--- config.mk ---
export PLATFORM = sky130hd
export DESIGN_NAME = escaped_frame_receiver_with_ack_core
export DESIGN_NICKNAME = d
export VERILOG_FILES = /design/src/rtl/efrwa_pkg.sv /design/src/rtl/efrwa_front.sv /design/src/rtl/efrwa_queue.sv /design/src/rtl/efrwa_back.sv /design/src/rtl/escaped_frame_receiver_with_ack_core.sv
export SDC_FILE = /design/constraint.sdc
export NUM_CORES = 1
export LEC_CHECK = 0
export BUFFER_PORTS_ARGS = -buffer_cell sky130_fd_sc_hd__clkbuf_2
export CAP_MARGIN = 0
export CORE_MARGIN = 2
export CORE_UTILIZATION = 40
export DETAILED_ROUTE_END_ITERATION = 6
export GPL_TIMING_DRIVEN = 0
export PLACE_DENSITY = 0.57
export SLEW_MARGIN = 20
export SYNTH_ARGS = -nofsm -noshare
export SYNTH_HDL_FRONTEND = slang
export SYNTH_SLANG_ARGS = --single-unit
export TNS_END_PERCENT = 50
--- constraint.sdc ---
create_clock -name clock -period 4.6 [get_ports clock]
set_input_delay 0.92 -clock clock [delete_from_list [all_inputs] [get_ports clock]]
set_output_delay 0.92 -clock clock [all_outputs]
set_load 0.05 [all_outputs]
--- src/rtl/efrwa_pkg.sv ---
// Shared types, constants and helpers of the escaped frame receiver.
`timescale 1ns / 1ps

package efrwa_pkg;

   localparam logic [7:0] START_CODE  = 8'h7E;
   localparam logic [7:0] ESCAPE_CODE = 8'h7D;
   localparam logic [7:0] XON_CODE    = 8'h11;
   localparam logic [7:0] XOFF_CODE   = 8'h13;
   localparam logic [7:0] LF_CODE     = 8'h0A;
   localparam logic [7:0] CR_CODE     = 8'h0D;
   localparam logic [7:0] ESC_XOR     = 8'h20;
   localparam logic [7:0] ACK_LENGTH  = 8'h01;
   localparam logic [7:0] SUM_GOOD    = 8'hFF;

   localparam int QDEPTH = 2;
   localparam int QPTR_W = $clog2(QDEPTH);
   localparam int QCNT_W = $clog2(QDEPTH + 1);

   localparam int CSR_ADDR_W = 5;
   localparam int CSR_DATA_W = 32;

   // Register indexes on the configuration port.
   localparam logic [2:0] REG_DATA_TYPE = 3'd0;
   localparam logic [2:0] REG_ACK_TYPE  = 3'd1;
   localparam logic [2:0] REG_ACK_OK    = 3'd2;
   localparam logic [2:0] REG_ACK_FAIL  = 3'd3;
   localparam logic [2:0] REG_BREAK     = 3'd4;
   localparam logic [2:0] REG_TIMEOUT   = 3'd5;

   // Input modes.
   localparam logic [1:0] MODE_BYTE = 2'd0;
   localparam logic [1:0] MODE_TICK = 2'd1;
   localparam logic [1:0] MODE_ARM  = 2'd2;

   // Result kinds.
   localparam logic [1:0] KIND_PAYLOAD = 2'd0;
   localparam logic [1:0] KIND_STATUS  = 2'd1;
   localparam logic [1:0] KIND_ACK     = 2'd2;

   // Status codes.
   localparam logic [1:0] ST_OK      = 2'd0;
   localparam logic [1:0] ST_BAD_SUM = 2'd1;
   localparam logic [1:0] ST_TIMEOUT = 2'd2;
   localparam logic [1:0] ST_BREAK   = 2'd3;

   // Steps of an ack frame in the back end.
   typedef enum logic [5:0] {
      STEP_START  = 6'b000001,
      STEP_LEN    = 6'b000010,
      STEP_TYPE   = 6'b000100,
      STEP_CODE   = 6'b001000,
      STEP_CHECK  = 6'b010000,
      STEP_STATUS = 6'b100000
   } step_type;

   typedef enum logic [5:0] {
      PH_IDLE  = 6'b000001,
      PH_HUNT  = 6'b000010,
      PH_LEN   = 6'b000100,
      PH_TYPE  = 6'b001000,
      PH_PAY   = 6'b010000,
      PH_CHECK = 6'b100000
   } phase_type;

   typedef enum logic [1:0] {
      JOB_PAYLOAD = 2'd0,
      JOB_STATUS  = 2'd1,
      JOB_ACK     = 2'd2
   } job_kind_type;

   typedef struct packed {
      job_kind_type kind;
      logic [7:0]   data;
      logic [7:0]   index;
      logic [1:0]   status;
      logic         brk;
      logic [7:0]   code;
   } job_type;

   typedef struct packed {
      logic [7:0]  data_type_code;
      logic [7:0]  ack_type_code;
      logic [7:0]  ack_ok_code;
      logic [7:0]  ack_fail_code;
      logic [7:0]  break_code;
      logic [15:0] timeout_ms;
   } cfg_type;

   function automatic logic needs_escape(input logic [7:0] b);
      return (b == START_CODE) || (b == ESCAPE_CODE) || (b == XON_CODE) ||
             (b == XOFF_CODE) || (b == LF_CODE) || (b == CR_CODE);
   endfunction

endpackage

--- src/rtl/efrwa_front.sv ---
// Front end: frame parser that turns line bytes, ticks and arm commands into jobs.
`timescale 1ns / 1ps

module efrwa_front (
   input  logic              clock,
   input  logic              reset,
   input  efrwa_pkg::cfg_type cfg,
   input  logic              accept,
   input  logic [1:0]        mode,
   input  logic [7:0]        rx_byte,
   input  logic [7:0]        expected_type,
   output logic              push,
   output efrwa_pkg::job_type job
);

   efrwa_pkg::phase_type phase_ff, phase_in;
   logic        esc_ff, esc_in;
   logic [7:0]  len_ff, len_in;
   logic [7:0]  pos_ff, pos_in;
   logic [7:0]  type_ff, type_in;
   logic [7:0]  sum_ff, sum_in;
   logic [7:0]  ackv_ff, ackv_in;
   logic        brk_ff, brk_in;
   logic [15:0] ticks_ff, ticks_in;
   logic [7:0]  wanted_ff, wanted_in;

   logic [7:0]  b;
   logic [7:0]  sum_new;
   logic [15:0] ticks_inc;
   logic [15:0] limit;
   logic        is_data;

   assign b         = esc_ff ? (rx_byte ^ efrwa_pkg::ESC_XOR) : rx_byte;
   assign sum_new   = sum_ff + b;
   assign ticks_inc = (ticks_ff == 16'hFFFF) ? ticks_ff : ticks_ff + 16'd1;
   assign limit     = (cfg.timeout_ms == 16'd0) ? 16'd1 : cfg.timeout_ms;
   assign is_data   = (type_ff == cfg.data_type_code);

   always_comb begin
      phase_in  = phase_ff;
      esc_in    = esc_ff;
      len_in    = len_ff;
      pos_in    = pos_ff;
      type_in   = type_ff;
      sum_in    = sum_ff;
      ackv_in   = ackv_ff;
      brk_in    = brk_ff;
      ticks_in  = ticks_ff;
      wanted_in = wanted_ff;
      push      = 1'b0;
      job       = '{kind: efrwa_pkg::JOB_STATUS, data: 8'd0, index: 8'd0,
                    status: efrwa_pkg::ST_OK, brk: 1'b0, code: 8'd0};

      if (accept) begin
         if (mode == efrwa_pkg::MODE_ARM) begin
            wanted_in = expected_type;
            phase_in  = efrwa_pkg::PH_HUNT;
            esc_in    = 1'b0;
            pos_in    = 8'd0;
            ticks_in  = 16'd0;
         end else if (phase_ff != efrwa_pkg::PH_IDLE) begin
            if (mode == efrwa_pkg::MODE_TICK) begin
               if (ticks_inc >= limit) begin
                  phase_in   = efrwa_pkg::PH_IDLE;
                  esc_in     = 1'b0;
                  ticks_in   = 16'd0;
                  push       = 1'b1;
                  job.status = efrwa_pkg::ST_TIMEOUT;
                  job.brk    = brk_ff;
               end else begin
                  ticks_in = ticks_inc;
               end
            end else if (mode == efrwa_pkg::MODE_BYTE) begin
               ticks_in = 16'd0;
               if (phase_ff == efrwa_pkg::PH_HUNT) begin
                  if (rx_byte == efrwa_pkg::START_CODE) begin
                     phase_in = efrwa_pkg::PH_LEN;
                  end
               end else if (!esc_ff && rx_byte == efrwa_pkg::ESCAPE_CODE) begin
                  esc_in = 1'b1;
               end else begin
                  esc_in = 1'b0;
                  case (phase_ff)
                     efrwa_pkg::PH_LEN: begin
                        len_in   = b;
                        phase_in = efrwa_pkg::PH_TYPE;
                     end
                     efrwa_pkg::PH_TYPE: begin
                        type_in = b;
                        if (b != wanted_ff) begin
                           phase_in = efrwa_pkg::PH_HUNT;
                        end else begin
                           sum_in   = b;
                           pos_in   = 8'd0;
                           phase_in = (len_ff != 8'd0) ? efrwa_pkg::PH_PAY
                                                       : efrwa_pkg::PH_CHECK;
                        end
                     end
                     efrwa_pkg::PH_PAY: begin
                        sum_in = sum_new;
                        if (is_data) begin
                           push      = 1'b1;
                           job.kind  = efrwa_pkg::JOB_PAYLOAD;
                           job.data  = b;
                           job.index = pos_ff;
                        end else begin
                           ackv_in = b;
                        end
                        pos_in = pos_ff + 8'd1;
                        if (pos_ff + 8'd1 == len_ff) begin
                           phase_in = efrwa_pkg::PH_CHECK;
                        end
                     end
                     efrwa_pkg::PH_CHECK: begin
                        sum_in   = sum_new;
                        phase_in = efrwa_pkg::PH_IDLE;
                        push     = 1'b1;
                        if (type_ff == cfg.ack_type_code && ackv_ff == cfg.break_code) begin
                           brk_in     = 1'b1;
                           job.status = efrwa_pkg::ST_BREAK;
                           job.brk    = 1'b1;
                        end else begin
                           job.status = (sum_new == efrwa_pkg::SUM_GOOD) ?
                                        efrwa_pkg::ST_OK : efrwa_pkg::ST_BAD_SUM;
                           if (is_data) begin
                              brk_in   = 1'b0;
                              job.kind = efrwa_pkg::JOB_ACK;
                              job.code = (sum_new == efrwa_pkg::SUM_GOOD) ?
                                         cfg.ack_ok_code : cfg.ack_fail_code;
                              job.brk  = 1'b0;
                           end else begin
                              job.brk = brk_ff;
                           end
                        end
                     end
                     default: begin
                        phase_in = efrwa_pkg::PH_IDLE;
                     end
                  endcase
               end
            end
         end
      end
   end

   always_ff @(posedge clock) begin
      if (reset) begin
         phase_ff  <= efrwa_pkg::PH_IDLE;
         esc_ff    <= 1'b0;
         len_ff    <= 8'd0;
         pos_ff    <= 8'd0;
         type_ff   <= 8'd0;
         sum_ff    <= 8'd0;
         ackv_ff   <= 8'd0;
         brk_ff    <= 1'b0;
         ticks_ff  <= 16'd0;
         wanted_ff <= 8'd0;
      end else begin
         phase_ff  <= phase_in;
         esc_ff    <= esc_in;
         len_ff    <= len_in;
         pos_ff    <= pos_in;
         type_ff   <= type_in;
         sum_ff    <= sum_in;
         ackv_ff   <= ackv_in;
         brk_ff    <= brk_in;
         ticks_ff  <= ticks_in;
         wanted_ff <= wanted_in;
      end
   end

endmodule

--- src/rtl/efrwa_queue.sv ---
// Short job queue between the parser and the result sequencer.
`timescale 1ns / 1ps

module efrwa_queue (
   input  logic               clock,
   input  logic               reset,
   input  logic               push,
   input  efrwa_pkg::job_type push_job,
   input  logic               pop,
   output logic               full,
   output logic               head_valid,
   output efrwa_pkg::job_type head_job
);

   efrwa_pkg::job_type              slot_ff [efrwa_pkg::QDEPTH];
   logic [efrwa_pkg::QPTR_W-1:0]    wr_ptr_ff, wr_ptr_in;
   logic [efrwa_pkg::QPTR_W-1:0]    rd_ptr_ff, rd_ptr_in;
   logic [efrwa_pkg::QCNT_W-1:0]    count_ff, count_in;
   logic                            do_push;
   logic                            do_pop;

   assign full       = (count_ff == efrwa_pkg::QCNT_W'(efrwa_pkg::QDEPTH));
   assign head_valid = (count_ff != '0);
   assign head_job   = slot_ff[rd_ptr_ff];
   assign do_push    = push && !full;
   assign do_pop     = pop && head_valid;

   always_comb begin
      wr_ptr_in = wr_ptr_ff;
      rd_ptr_in = rd_ptr_ff;
      count_in  = count_ff;
      if (do_push) begin
         wr_ptr_in = (wr_ptr_ff == efrwa_pkg::QPTR_W'(efrwa_pkg::QDEPTH - 1)) ?
                     '0 : wr_ptr_ff + 1'b1;
      end
      if (do_pop) begin
         rd_ptr_in = (rd_ptr_ff == efrwa_pkg::QPTR_W'(efrwa_pkg::QDEPTH - 1)) ?
                     '0 : rd_ptr_ff + 1'b1;
      end
      if (do_push && !do_pop) begin
         count_in = count_ff + 1'b1;
      end else if (do_pop && !do_push) begin
         count_in = count_ff - 1'b1;
      end
   end

   always_ff @(posedge clock) begin
      if (do_push) begin
         slot_ff[wr_ptr_ff] <= push_job;
      end
   end

   always_ff @(posedge clock) begin
      if (reset) begin
         wr_ptr_ff <= '0;
         rd_ptr_ff <= '0;
         count_ff  <= '0;
      end else begin
         wr_ptr_ff <= wr_ptr_in;
         rd_ptr_ff <= rd_ptr_in;
         count_ff  <= count_in;
      end
   end

endmodule

--- src/rtl/efrwa_back.sv ---
// Back end: expands queued jobs into result transfers, including escaped ack frames.
`timescale 1ns / 1ps

module efrwa_back (
   input  logic               clock,
   input  logic               reset,
   input  logic [7:0]         ack_type_code,
   input  logic               head_valid,
   input  efrwa_pkg::job_type head_job,
   output logic               pop,
   input  logic               rsp_stall,
   output logic               rsp_valid,
   output logic [1:0]         rsp_out_kind,
   output logic [7:0]         rsp_out_byte,
   output logic [7:0]         rsp_byte_index,
   output logic [1:0]         rsp_status,
   output logic               rsp_break_flag,
   output logic               rsp_last
);

   logic       valid_ff, valid_in;
   logic [1:0] kind_ff, kind_in;
   logic [7:0] byte_ff, byte_in;
   logic [7:0] index_ff, index_in;
   logic [1:0] status_ff, status_in;
   logic       brk_ff, brk_in;
   logic       last_ff, last_in;
   efrwa_pkg::step_type step_ff, step_in;
   efrwa_pkg::step_type next_step;
   logic       half_ff, half_in;

   logic       load;
   logic [7:0] line_byte;

   assign load = head_valid && (!valid_ff || !rsp_stall);

   always_comb begin
      case (step_ff)
         efrwa_pkg::STEP_LEN:   line_byte = efrwa_pkg::ACK_LENGTH;
         efrwa_pkg::STEP_TYPE:  line_byte = ack_type_code;
         efrwa_pkg::STEP_CODE:  line_byte = head_job.code;
         efrwa_pkg::STEP_CHECK: line_byte = ~(head_job.code + ack_type_code);
         default:               line_byte = efrwa_pkg::START_CODE;
      endcase
   end

   always_comb begin
      case (step_ff)
         efrwa_pkg::STEP_START: next_step = efrwa_pkg::STEP_LEN;
         efrwa_pkg::STEP_LEN:   next_step = efrwa_pkg::STEP_TYPE;
         efrwa_pkg::STEP_TYPE:  next_step = efrwa_pkg::STEP_CODE;
         efrwa_pkg::STEP_CODE:  next_step = efrwa_pkg::STEP_CHECK;
         efrwa_pkg::STEP_CHECK: next_step = efrwa_pkg::STEP_STATUS;
         default:               next_step = efrwa_pkg::STEP_START;
      endcase
   end

   always_comb begin
      valid_in  = valid_ff && rsp_stall;
      kind_in   = kind_ff;
      byte_in   = byte_ff;
      index_in  = index_ff;
      status_in = status_ff;
      brk_in    = brk_ff;
      last_in   = last_ff;
      step_in   = step_ff;
      half_in   = half_ff;
      pop       = 1'b0;

      if (load) begin
         valid_in  = 1'b1;
         byte_in   = 8'd0;
         index_in  = 8'd0;
         status_in = efrwa_pkg::ST_OK;
         brk_in    = 1'b0;
         last_in   = 1'b0;
         case (head_job.kind)
            efrwa_pkg::JOB_PAYLOAD: begin
               kind_in  = efrwa_pkg::KIND_PAYLOAD;
               byte_in  = head_job.data;
               index_in = head_job.index;
               last_in  = 1'b1;
               pop      = 1'b1;
            end
            efrwa_pkg::JOB_ACK: begin
               if (step_ff == efrwa_pkg::STEP_STATUS) begin
                  kind_in   = efrwa_pkg::KIND_STATUS;
                  status_in = head_job.status;
                  brk_in    = head_job.brk;
                  last_in   = 1'b1;
                  step_in   = efrwa_pkg::STEP_START;
                  pop       = 1'b1;
               end else if (step_ff == efrwa_pkg::STEP_START) begin
                  kind_in = efrwa_pkg::KIND_ACK;
                  byte_in = efrwa_pkg::START_CODE;
                  step_in = efrwa_pkg::STEP_LEN;
               end else if (!half_ff && efrwa_pkg::needs_escape(line_byte)) begin
                  // First half of an escaped pair; the step repeats for the XORed byte.
                  kind_in = efrwa_pkg::KIND_ACK;
                  byte_in = efrwa_pkg::ESCAPE_CODE;
                  half_in = 1'b1;
               end else begin
                  kind_in = efrwa_pkg::KIND_ACK;
                  byte_in = half_ff ? (line_byte ^ efrwa_pkg::ESC_XOR) : line_byte;
                  half_in = 1'b0;
                  step_in = next_step;
               end
            end
            default: begin
               kind_in   = efrwa_pkg::KIND_STATUS;
               status_in = head_job.status;
               brk_in    = head_job.brk;
               last_in   = 1'b1;
               pop       = 1'b1;
            end
         endcase
      end
   end

   always_ff @(posedge clock) begin
      if (reset) begin
         valid_ff <= 1'b0;
         step_ff  <= efrwa_pkg::STEP_START;
         half_ff  <= 1'b0;
      end else begin
         valid_ff <= valid_in;
         step_ff  <= step_in;
         half_ff  <= half_in;
      end
   end

   always_ff @(posedge clock) begin
      kind_ff   <= kind_in;
      byte_ff   <= byte_in;
      index_ff  <= index_in;
      status_ff <= status_in;
      brk_ff    <= brk_in;
      last_ff   <= last_in;
   end

   assign rsp_valid      = valid_ff;
   assign rsp_out_kind   = kind_ff;
   assign rsp_out_byte   = byte_ff;
   assign rsp_byte_index = index_ff;
   assign rsp_status     = status_ff;
   assign rsp_break_flag = brk_ff;
   assign rsp_last       = last_ff;

endmodule

--- src/rtl/escaped_frame_receiver_with_ack_core.sv ---
// Top level of the escaped frame receiver: register file, parser, job queue, sequencer.
//
// Usage: the req_ channel carries one item per transfer: an arm command with the
// wanted frame type, a received line byte, or a millisecond tick. The rsp_
// channel returns payload bytes with their index, frame status, and the bytes of
// an escaped ack frame to transmit, with rsp_last on the final result of an item.
// The first result of an item passes through the job queue and then the result
// register before it is on the rsp_ ports.
// Throughput: one item per cycle while results can drain; a finished data frame
// expands into up to eight ack byte transfers plus a status transfer, one per
// cycle while rsp_stall is low, produced by the result sequencer from a
// two-entry job queue. req_stall rises only when that job queue is full.
// Reset clears the parser to idle, empties the queue and loads the register
// defaults; the block must be armed before bytes are parsed.
// When the receiver holds rsp_stall, the result register keeps its transfer and
// the parser goes on taking items until the queue fills.
// Configuration registers sit at byte offsets 4*i on the csr_ port.
`timescale 1ns / 1ps

module escaped_frame_receiver_with_ack_core (
   input  logic                             clock,
   input  logic                             reset,
   input  logic                             req_valid,
   output logic                             req_stall,
   input  logic [1:0]                       req_mode,
   input  logic [7:0]                       req_rx_byte,
   input  logic [7:0]                       req_expected_type,
   output logic                             rsp_valid,
   input  logic                             rsp_stall,
   output logic [1:0]                       rsp_out_kind,
   output logic [7:0]                       rsp_out_byte,
   output logic [7:0]                       rsp_byte_index,
   output logic [1:0]                       rsp_status,
   output logic                             rsp_break_flag,
   output logic                             rsp_last,
   input  logic                             csr_psel,
   input  logic                             csr_penable,
   input  logic                             csr_pwrite,
   input  logic [efrwa_pkg::CSR_ADDR_W-1:0] csr_paddr,
   input  logic [efrwa_pkg::CSR_DATA_W-1:0] csr_pwdata,
   output logic [efrwa_pkg::CSR_DATA_W-1:0] csr_prdata,
   output logic                             csr_pready
);

   efrwa_pkg::cfg_type cfg_ff, cfg_in;
   efrwa_pkg::job_type push_job;
   efrwa_pkg::job_type head_job;
   logic               csr_write;
   logic [2:0]         reg_index;
   logic               accept;
   logic               push;
   logic               pop;
   logic               full;
   logic               head_valid;

   assign csr_pready = 1'b1;
   assign csr_write  = csr_psel && csr_penable && csr_pwrite;
   assign reg_index  = csr_paddr[4:2];

   always_comb begin
      cfg_in = cfg_ff;
      if (csr_write) begin
         case (reg_index)
            efrwa_pkg::REG_DATA_TYPE: cfg_in.data_type_code = csr_pwdata[7:0];
            efrwa_pkg::REG_ACK_TYPE:  cfg_in.ack_type_code  = csr_pwdata[7:0];
            efrwa_pkg::REG_ACK_OK:    cfg_in.ack_ok_code    = csr_pwdata[7:0];
            efrwa_pkg::REG_ACK_FAIL:  cfg_in.ack_fail_code  = csr_pwdata[7:0];
            efrwa_pkg::REG_BREAK:     cfg_in.break_code     = csr_pwdata[7:0];
            efrwa_pkg::REG_TIMEOUT:   cfg_in.timeout_ms     = csr_pwdata[15:0];
            default: ;
         endcase
      end
   end

   always_comb begin
      case (reg_index)
         efrwa_pkg::REG_DATA_TYPE: csr_prdata = {24'd0, cfg_ff.data_type_code};
         efrwa_pkg::REG_ACK_TYPE:  csr_prdata = {24'd0, cfg_ff.ack_type_code};
         efrwa_pkg::REG_ACK_OK:    csr_prdata = {24'd0, cfg_ff.ack_ok_code};
         efrwa_pkg::REG_ACK_FAIL:  csr_prdata = {24'd0, cfg_ff.ack_fail_code};
         efrwa_pkg::REG_BREAK:     csr_prdata = {24'd0, cfg_ff.break_code};
         efrwa_pkg::REG_TIMEOUT:   csr_prdata = {16'd0, cfg_ff.timeout_ms};
         default:                  csr_prdata = '0;
      endcase
   end

   always_ff @(posedge clock) begin
      if (reset) begin
         cfg_ff <= '{data_type_code: 8'd1, ack_type_code: 8'd2, ack_ok_code: 8'd0,
                     ack_fail_code: 8'd1, break_code: 8'd3, timeout_ms: 16'd1000};
      end else begin
         cfg_ff <= cfg_in;
      end
   end

   assign req_stall = full;
   assign accept    = req_valid && !full;

   efrwa_front u_front (
      .clock         (clock),
      .reset         (reset),
      .cfg           (cfg_ff),
      .accept        (accept),
      .mode          (req_mode),
      .rx_byte       (req_rx_byte),
      .expected_type (req_expected_type),
      .push          (push),
      .job           (push_job)
   );

   efrwa_queue u_queue (
      .clock      (clock),
      .reset      (reset),
      .push       (push),
      .push_job   (push_job),
      .pop        (pop),
      .full       (full),
      .head_valid (head_valid),
      .head_job   (head_job)
   );

   efrwa_back u_back (
      .clock          (clock),
      .reset          (reset),
      .ack_type_code  (cfg_ff.ack_type_code),
      .head_valid     (head_valid),
      .head_job       (head_job),
      .pop            (pop),
      .rsp_stall      (rsp_stall),
      .rsp_valid      (rsp_valid),
      .rsp_out_kind   (rsp_out_kind),
      .rsp_out_byte   (rsp_out_byte),
      .rsp_byte_index (rsp_byte_index),
      .rsp_status     (rsp_status),
      .rsp_break_flag (rsp_break_flag),
      .rsp_last       (rsp_last)
   );

endmodule
Word-level counts from Yosys, hierarchy flattened --
Memory sizes are Yosys's and may differ from the RTL's. A register that Yosys moved wholly into a read port is not among the register bits. Index checks and enable logic that the tools add are counted.
Word-level totals: register bits 162, logic and storage cells 251, input port bits 62, memories 1, bits in writable memories 58
Operators by class: $lt $le $gt $ge 1, $add $sub $neg 8, reduce and logical (&&, ||, !) cells 56, equality and inequality tests 47, multiplexer cells 100, bitwise operators 10
Memories:
- u_queue.slot_ff | depth 2, width 29, rd ports 1, clocked after memory_dff 1, write ports 1, line efrwa_queue.sv:15 | efrwa_pkg::job_type slot_ff [efrwa_pkg::QDEPTH];
Operator list (count):
- $mux W29 | 6
- $mux W16 | 8
- $mux W8 | 15
- $mux W6 | 16
- $pmux W16 S6 | 1
- $pmux W8 S2 | 3
- $eq A8 B7 Y1 const B | 4
- $eq A8 B8 Y1 | 4
- $pmux W8 S4 | 1
- $reduce_and A8 Y1 | 4
- $mux W1 | 31
- $pmux W6 S4 | 1
- $mux W18 | 1
- $pmux W6 S3 | 1
- $reduce_and A9 Y1 | 2
- $mux W17 | 1
- $add A16 B1 Y16 const B | 1
- $add A8 B8 Y8 | 2
- $eq A16 B16 Y1 const B | 1
- $eq A8 B4 Y1 const B | 2
- $eq A8 B5 Y1 const B | 2
- $ge A16 B16 Y1 | 1
- $logic_not A16 Y1 | 1
- $reduce_and A2 Y1 | 7
- other kinds (45) | 106

Logic depth before layout (Yosys ltp) --
depth in word-level cells 15, mapped depth 19, gate-level depth less buffers 19

By module --
From an unflattened synthesis, not the netlist that was laid out.
Unflattened totals: cell total of the unflattened synthesis 1293, area, all modules 12614.6 um^2
By module, submodules not included:
- efrwa_front | sequential area each 1441.4 um^2, times used 1, cells each 682, area each 5383.9 um^2
- escaped_frame_receiver_with_ack_core | sequential area each 1121.1 um^2, times used 1, cells each 309, area each 3010.4 um^2
- efrwa_queue | sequential area each 1841.8 um^2, times used 1, cells each 115, area each 2308.5 um^2
- efrwa_back | sequential area each 820.8 um^2, times used 1, cells each 187, area each 1911.8 um^2

Worst setup path after synthesis --
OpenSTA, ideal clock, no wires.
path type flip-flop to flip-flop, start register u_front.ticks_ff[4], end memory u_queue.slot_ff[0][0] (netlist name), enable pin, cell stages (with the launch flop) 16, buffers on the path 0, arrival 4.430 ns, setup time 0.418 ns, clock period less this slack 4.848 ns, setup slack -0.248 ns, cells stage by stage dfxtp_1 > and3_1 > and3_1 > and4_1 > nand4_1 > and2_1 > and3_1 > xor2_1 > ha_1 > a21o_1 > a21oi_1 > o2111ai_1 > a21oi_1 > nor3_1 > o21a_1 > nor2b_1
On the way: cells in the longest elaborated chain, start to end 11, elaborated cells between the ends (all ways) 12, those cells by class add/sub (1); order compare (1); eq/ne (1); mux (8); reduce/logical (1)
Ends and longest elaborated chain:
- start: declaration | line efrwa_front.sv:24 | logic [15:0] ticks_ff, ticks_in;
- start signal: assignment | line efrwa_front.sv:167 | ticks_ff <= ticks_in;
- $add A16 B1 Y16 or $eq A16 B16 Y1 (tied branches) | line efrwa_front.sv:35 | assign ticks_inc = (ticks_ff == 16'hFFFF) ? ticks_ff : ticks_ff + 16'd1;
- $mux W16 * | line efrwa_front.sv:35
- $ge A16 B16 Y1 * | line efrwa_front.sv:63 | if (ticks_inc >= limit) begin
- $mux W1 * | line efrwa_front.sv:63
- $mux W1 * | line efrwa_front.sv:62 | if (mode == efrwa_pkg::MODE_TICK) begin
- $mux W1 * | line efrwa_front.sv:61 | end else if (phase_ff != efrwa_pkg::PH_IDLE) begin
- $mux W1 * | line efrwa_front.sv:55 | if (mode == efrwa_pkg::MODE_ARM) begin
- $mux W1 * | line efrwa_front.sv:54 | if (accept) begin
- $logic_and A1 B1 Y1 * | line efrwa_queue.sv:25 | assign do_push = push && !full;
- via u_queue.do_push | line efrwa_queue.sv:19 | logic do_push;
- $mux W1 * | line efrwa_queue.sv:48 | if (do_push) begin
- $mux W1 (not written as such) * | line efrwa_queue.sv:49 | slot_ff[wr_ptr_ff] <= push_job;
- end: declaration | line efrwa_queue.sv:15
The timed path passes the listed nets; every way through them passes the cells marked *.

Final worst setup path --
start register u_front.ticks_ff[5], end register u_front.phase_ff[4]
On the way: cells in the longest elaborated chain, start to end 5, elaborated cells between the ends (all ways) 6, those cells by class add/sub (1); order compare (1); eq/ne (2); mux (1); reduce/logical (1)
Ends and longest elaborated chain:
- $add A16 B1 Y16 or $eq A16 B16 Y1 (tied branches) | line efrwa_front.sv:35
- $mux W16 * | line efrwa_front.sv:35
- $ge A16 B16 Y1 * | line efrwa_front.sv:63
- $ne A3 B2 Y1 (no line) *
- $reduce_and A7 Y1 (no line) *
- end signal: assignment | line efrwa_front.sv:148 | phase_ff <= efrwa_pkg::PH_IDLE;
- end signal: assignment | line efrwa_front.sv:159 | phase_ff <= phase_in;
- end: declaration | line efrwa_front.sv:16 | efrwa_pkg::phase_type phase_ff, phase_in;
Mark *: on every way between the ends. The rest lies on a longest branch, timed or not. A chain may end at the register's enable or synchronous reset.

==> results.tsv <==
metric	value	unit
vias per cell	5.36	
area share of the largest cell type after synthesis	24.3	%
area added between synthesis and finish	16.7	%
Total GRT Usage	20.6	%
arrival time at the worst endpoint	4770	ps
sequential cell area	0.00523	mm2
global-route wire length before repair	49500	um
PwrDens	383	mW/mm2
synth warn	0	
fill count	2740	
clock skew	11.1	ps
max-slew violations	0	
cell count after synthesis	1208	
worst min path class	register to register	
Final WS setup	274	ps
mean post-synth cell area	9.62	um2
dominant cell type by area after synthesis	dfxtp_1	
CTS Buf Count	25	
critical path class	register to register	
fraction of registers with async set/reset	0	%
outcome	complete, no violations	
Tot Pwr	0.00519	W
layout cells sized above 1	14.3	%
synth cell count leaders	nor2_1, dfxtp_1, mux2i_1	
Tcrit/Tclk final	94.0	%
Post-Route WL	31500	um
routed length per instance	18.1	um
initial DRC count	652	
Fmax	231	MHz
initial antenna violation count	0	
ys flop type	dfxtp_1	
routability cong.	0.911	
Seq pwr share	42.8	%
number of global-route vias before repair	8906	
multi-input logic area	0.00600	mm2
Post-DP Area	0.0127	mm2
num rows	62	
Max-cap violations	0	
final setup violation count	0	
sw frac	30.6	%
CTS Buffer Depth	3	
I/O pin total	119	
Die Wd	174	um
crit-path max FO	10	
port bufs	79	
Worst IR Drop VDD	0.315	mV
die height	174	um
Internal	0.00360	W
switching pwr	0.00159	W
Tightest Pin Transition	998	ps
later-pin clock latency in the skew report	510	ps
CTS root buf	clkbuf_16	
Starting Density	40.6	%
fin nets	1436	
type of origin of the critical path	register	
Setup crit end kind	register	
CTS sink count	221	
Mapped Area	0.0116	mm2
fin crit period	4330	ps
hold_ws	466	ps
Combinational Power Share	19.3	%
RSZ-0062 raised after global routing	false	
die area	0.0304	mm2
antenna-violating nets left	0	
DRC violations left	0	
Post-synth EDFFs	80	
Design Area, Final	0.0136	mm2
post-DP HPWL	23100	um
Clock Power Share	37.9	%
Core ar.	0.0286	mm2
Seq/Total Area, Yosys	44.9	%
H-Tree Depth	1	
R2R Setup Slk	270	ps
routed via count	9311	
Crit path required time	5050	ps
CTS tree	done	
most frequent cell after synthesis	nor2_1	
Setup Slack @ Placement	-386	ps
ANT cells	0	
top area cells in the synthesized netlist	dfxtp_1, edfxtp_1, mux2i_1	
Core Util, Final	47.4	%
Final Hold Vio Count	0	
Worst-path clk slew	60	ps
post-synth cell types	80	
TritonRoute pass-1 iters	5	
Leakage Power	5.13	nW
Slew headroom	33.2	%
grt ovf	0	
largest net degree at the start of global routing	29	
register bit total from synthesis	221	
==> registers in the layout, summed over array words and instances (netlist names), 8 cells and up, named ones only <==
register and cells:
cfg_ff 56, u_back.rsp_out_byte 8, u_front.len_ff 8, u_front.wanted_ff 8, u_front.type_ff 8, u_back.rsp_byte_index 8
u_front.pos_ff 8, u_queue.slot_ff 58, u_front.ackv_ff 8, u_front.sum_ff 8, u_front.ticks_ff 16
==> final timing paths <==
path / cells past startpoint / endpoint / from
setup / recovery: 15 / u_front.phase_ff[4]$_SDFFE_PP0P_ / u_front.ticks_ff[5]$_SDFFE_PP0P_
hold / removal: 2 / u_front.wanted_ff[5]$_SDFFE_PP0P_ / u_front.wanted_ff[5]$_SDFFE_PP0P_
setup reg to reg: 15 / u_front.phase_ff[4]$_SDFFE_PP0P_ / u_front.ticks_ff[5]$_SDFFE_PP0P_
hold reg to reg: 2 / u_front.wanted_ff[5]$_SDFFE_PP0P_ / u_front.wanted_ff[5]$_SDFFE_PP0P_
==> worst max-delay path, cell delays in order (launching register included) <==
cell      delay [ps]
dfxtp_1          380
and3_1           220
and3_1           230
and4_1           300
nand4_1          220
nor2b_2          250
and4_1           240
xor2_1           160
ha_1             320
nand4_1          130
nor3_1           330
a211o_2          320
nand2b_1         140
or3_4            480
or3b_1           400
a21oi_1          130
==> layout by cell type (no fill, tap or decap), drive strengths merged, types with 37 or more instances in the layout <==
master,n
clkbuf,163
nor2,153
dfxtp,141
mux2i,106
nand2,95
edfxtp,80
a21oi,72
xnor2,56
inv,38
ha,37
==> power groups by stage <==
stage / clock, W / combinational, W / sequential [W]
after global routing: 0.00209 / 0.00106 / 0.00223
after global placement: 0 / 0.000969 / 0.00226
final: 0.00197 / 0.00100 / 0.00222
after CTS: 0.00200 / 0.00100 / 0.00222
after floorplan: 0 / 0.000386 / 0.00260
after detailed placement: 0 / 0.00100 / 0.00226
==> cell families (layout without fill, tap and decap cells) <==
logic type | Yosys count | count (layout) | synth area share (%)
adder cells (fa/ha/maj) | 39 | 39 | 4.33
other | 2 | 17 | 0.0646
AO/OA/AOI/OAI | 198 | 198 | 11.3
multiplexers | 121 | 121 | 10.8
XOR/XNOR | 76 | 76 | 5.73
flip-flops | 221 | 221 | 44.9
AND/OR/NAND/NOR | 438 | 438 | 18.2
buffers and inverters | 113 | 242 | 4.67
==> per-layer routing <==
| metal | GRT usage [%] | part of all wire (%) | wire length, um |
|---|---|---|---|
| met1 | 27.9 | 45 | 14300 |
| met2 | 34.3 | 47 | 14700 |
| met3 | 2.84 | 5.6 | 1760 |
| met4 | 5.81 | 2.5 | 771 |
| met5 | 0 | 0 | 0 |
==> layout make-up <==
type	instances	area share [%]
buffer	73	2.91
clock buffer	36	5.27
clock inverter	8	0.692
inverter	38	1.05
multi-input combinational	889	44.3
sequential	221	38.5
tap	384	3.54
timing repair buffer	87	3.75
==> repair_timing <==
item	in CTS	in global routing
setup endpoints to repair	74	75
hold buffers	0	0
gates resized for setup	1	12
pin swaps	1	0
setup buffers	3	0
endpoints found under the hold margin	0	0
==> per-stage QoR <==
step	cells	setup TNS (ps)
3_5_place_dp	1691	-12230
3_3_place_gp	1686	-57810
5_1_grt	1736	0
4_1_cts	1736	0
2_1_floorplan	1223	0
6_report	1736	0
Note: power is estimated with default switching activity, not from simulation.
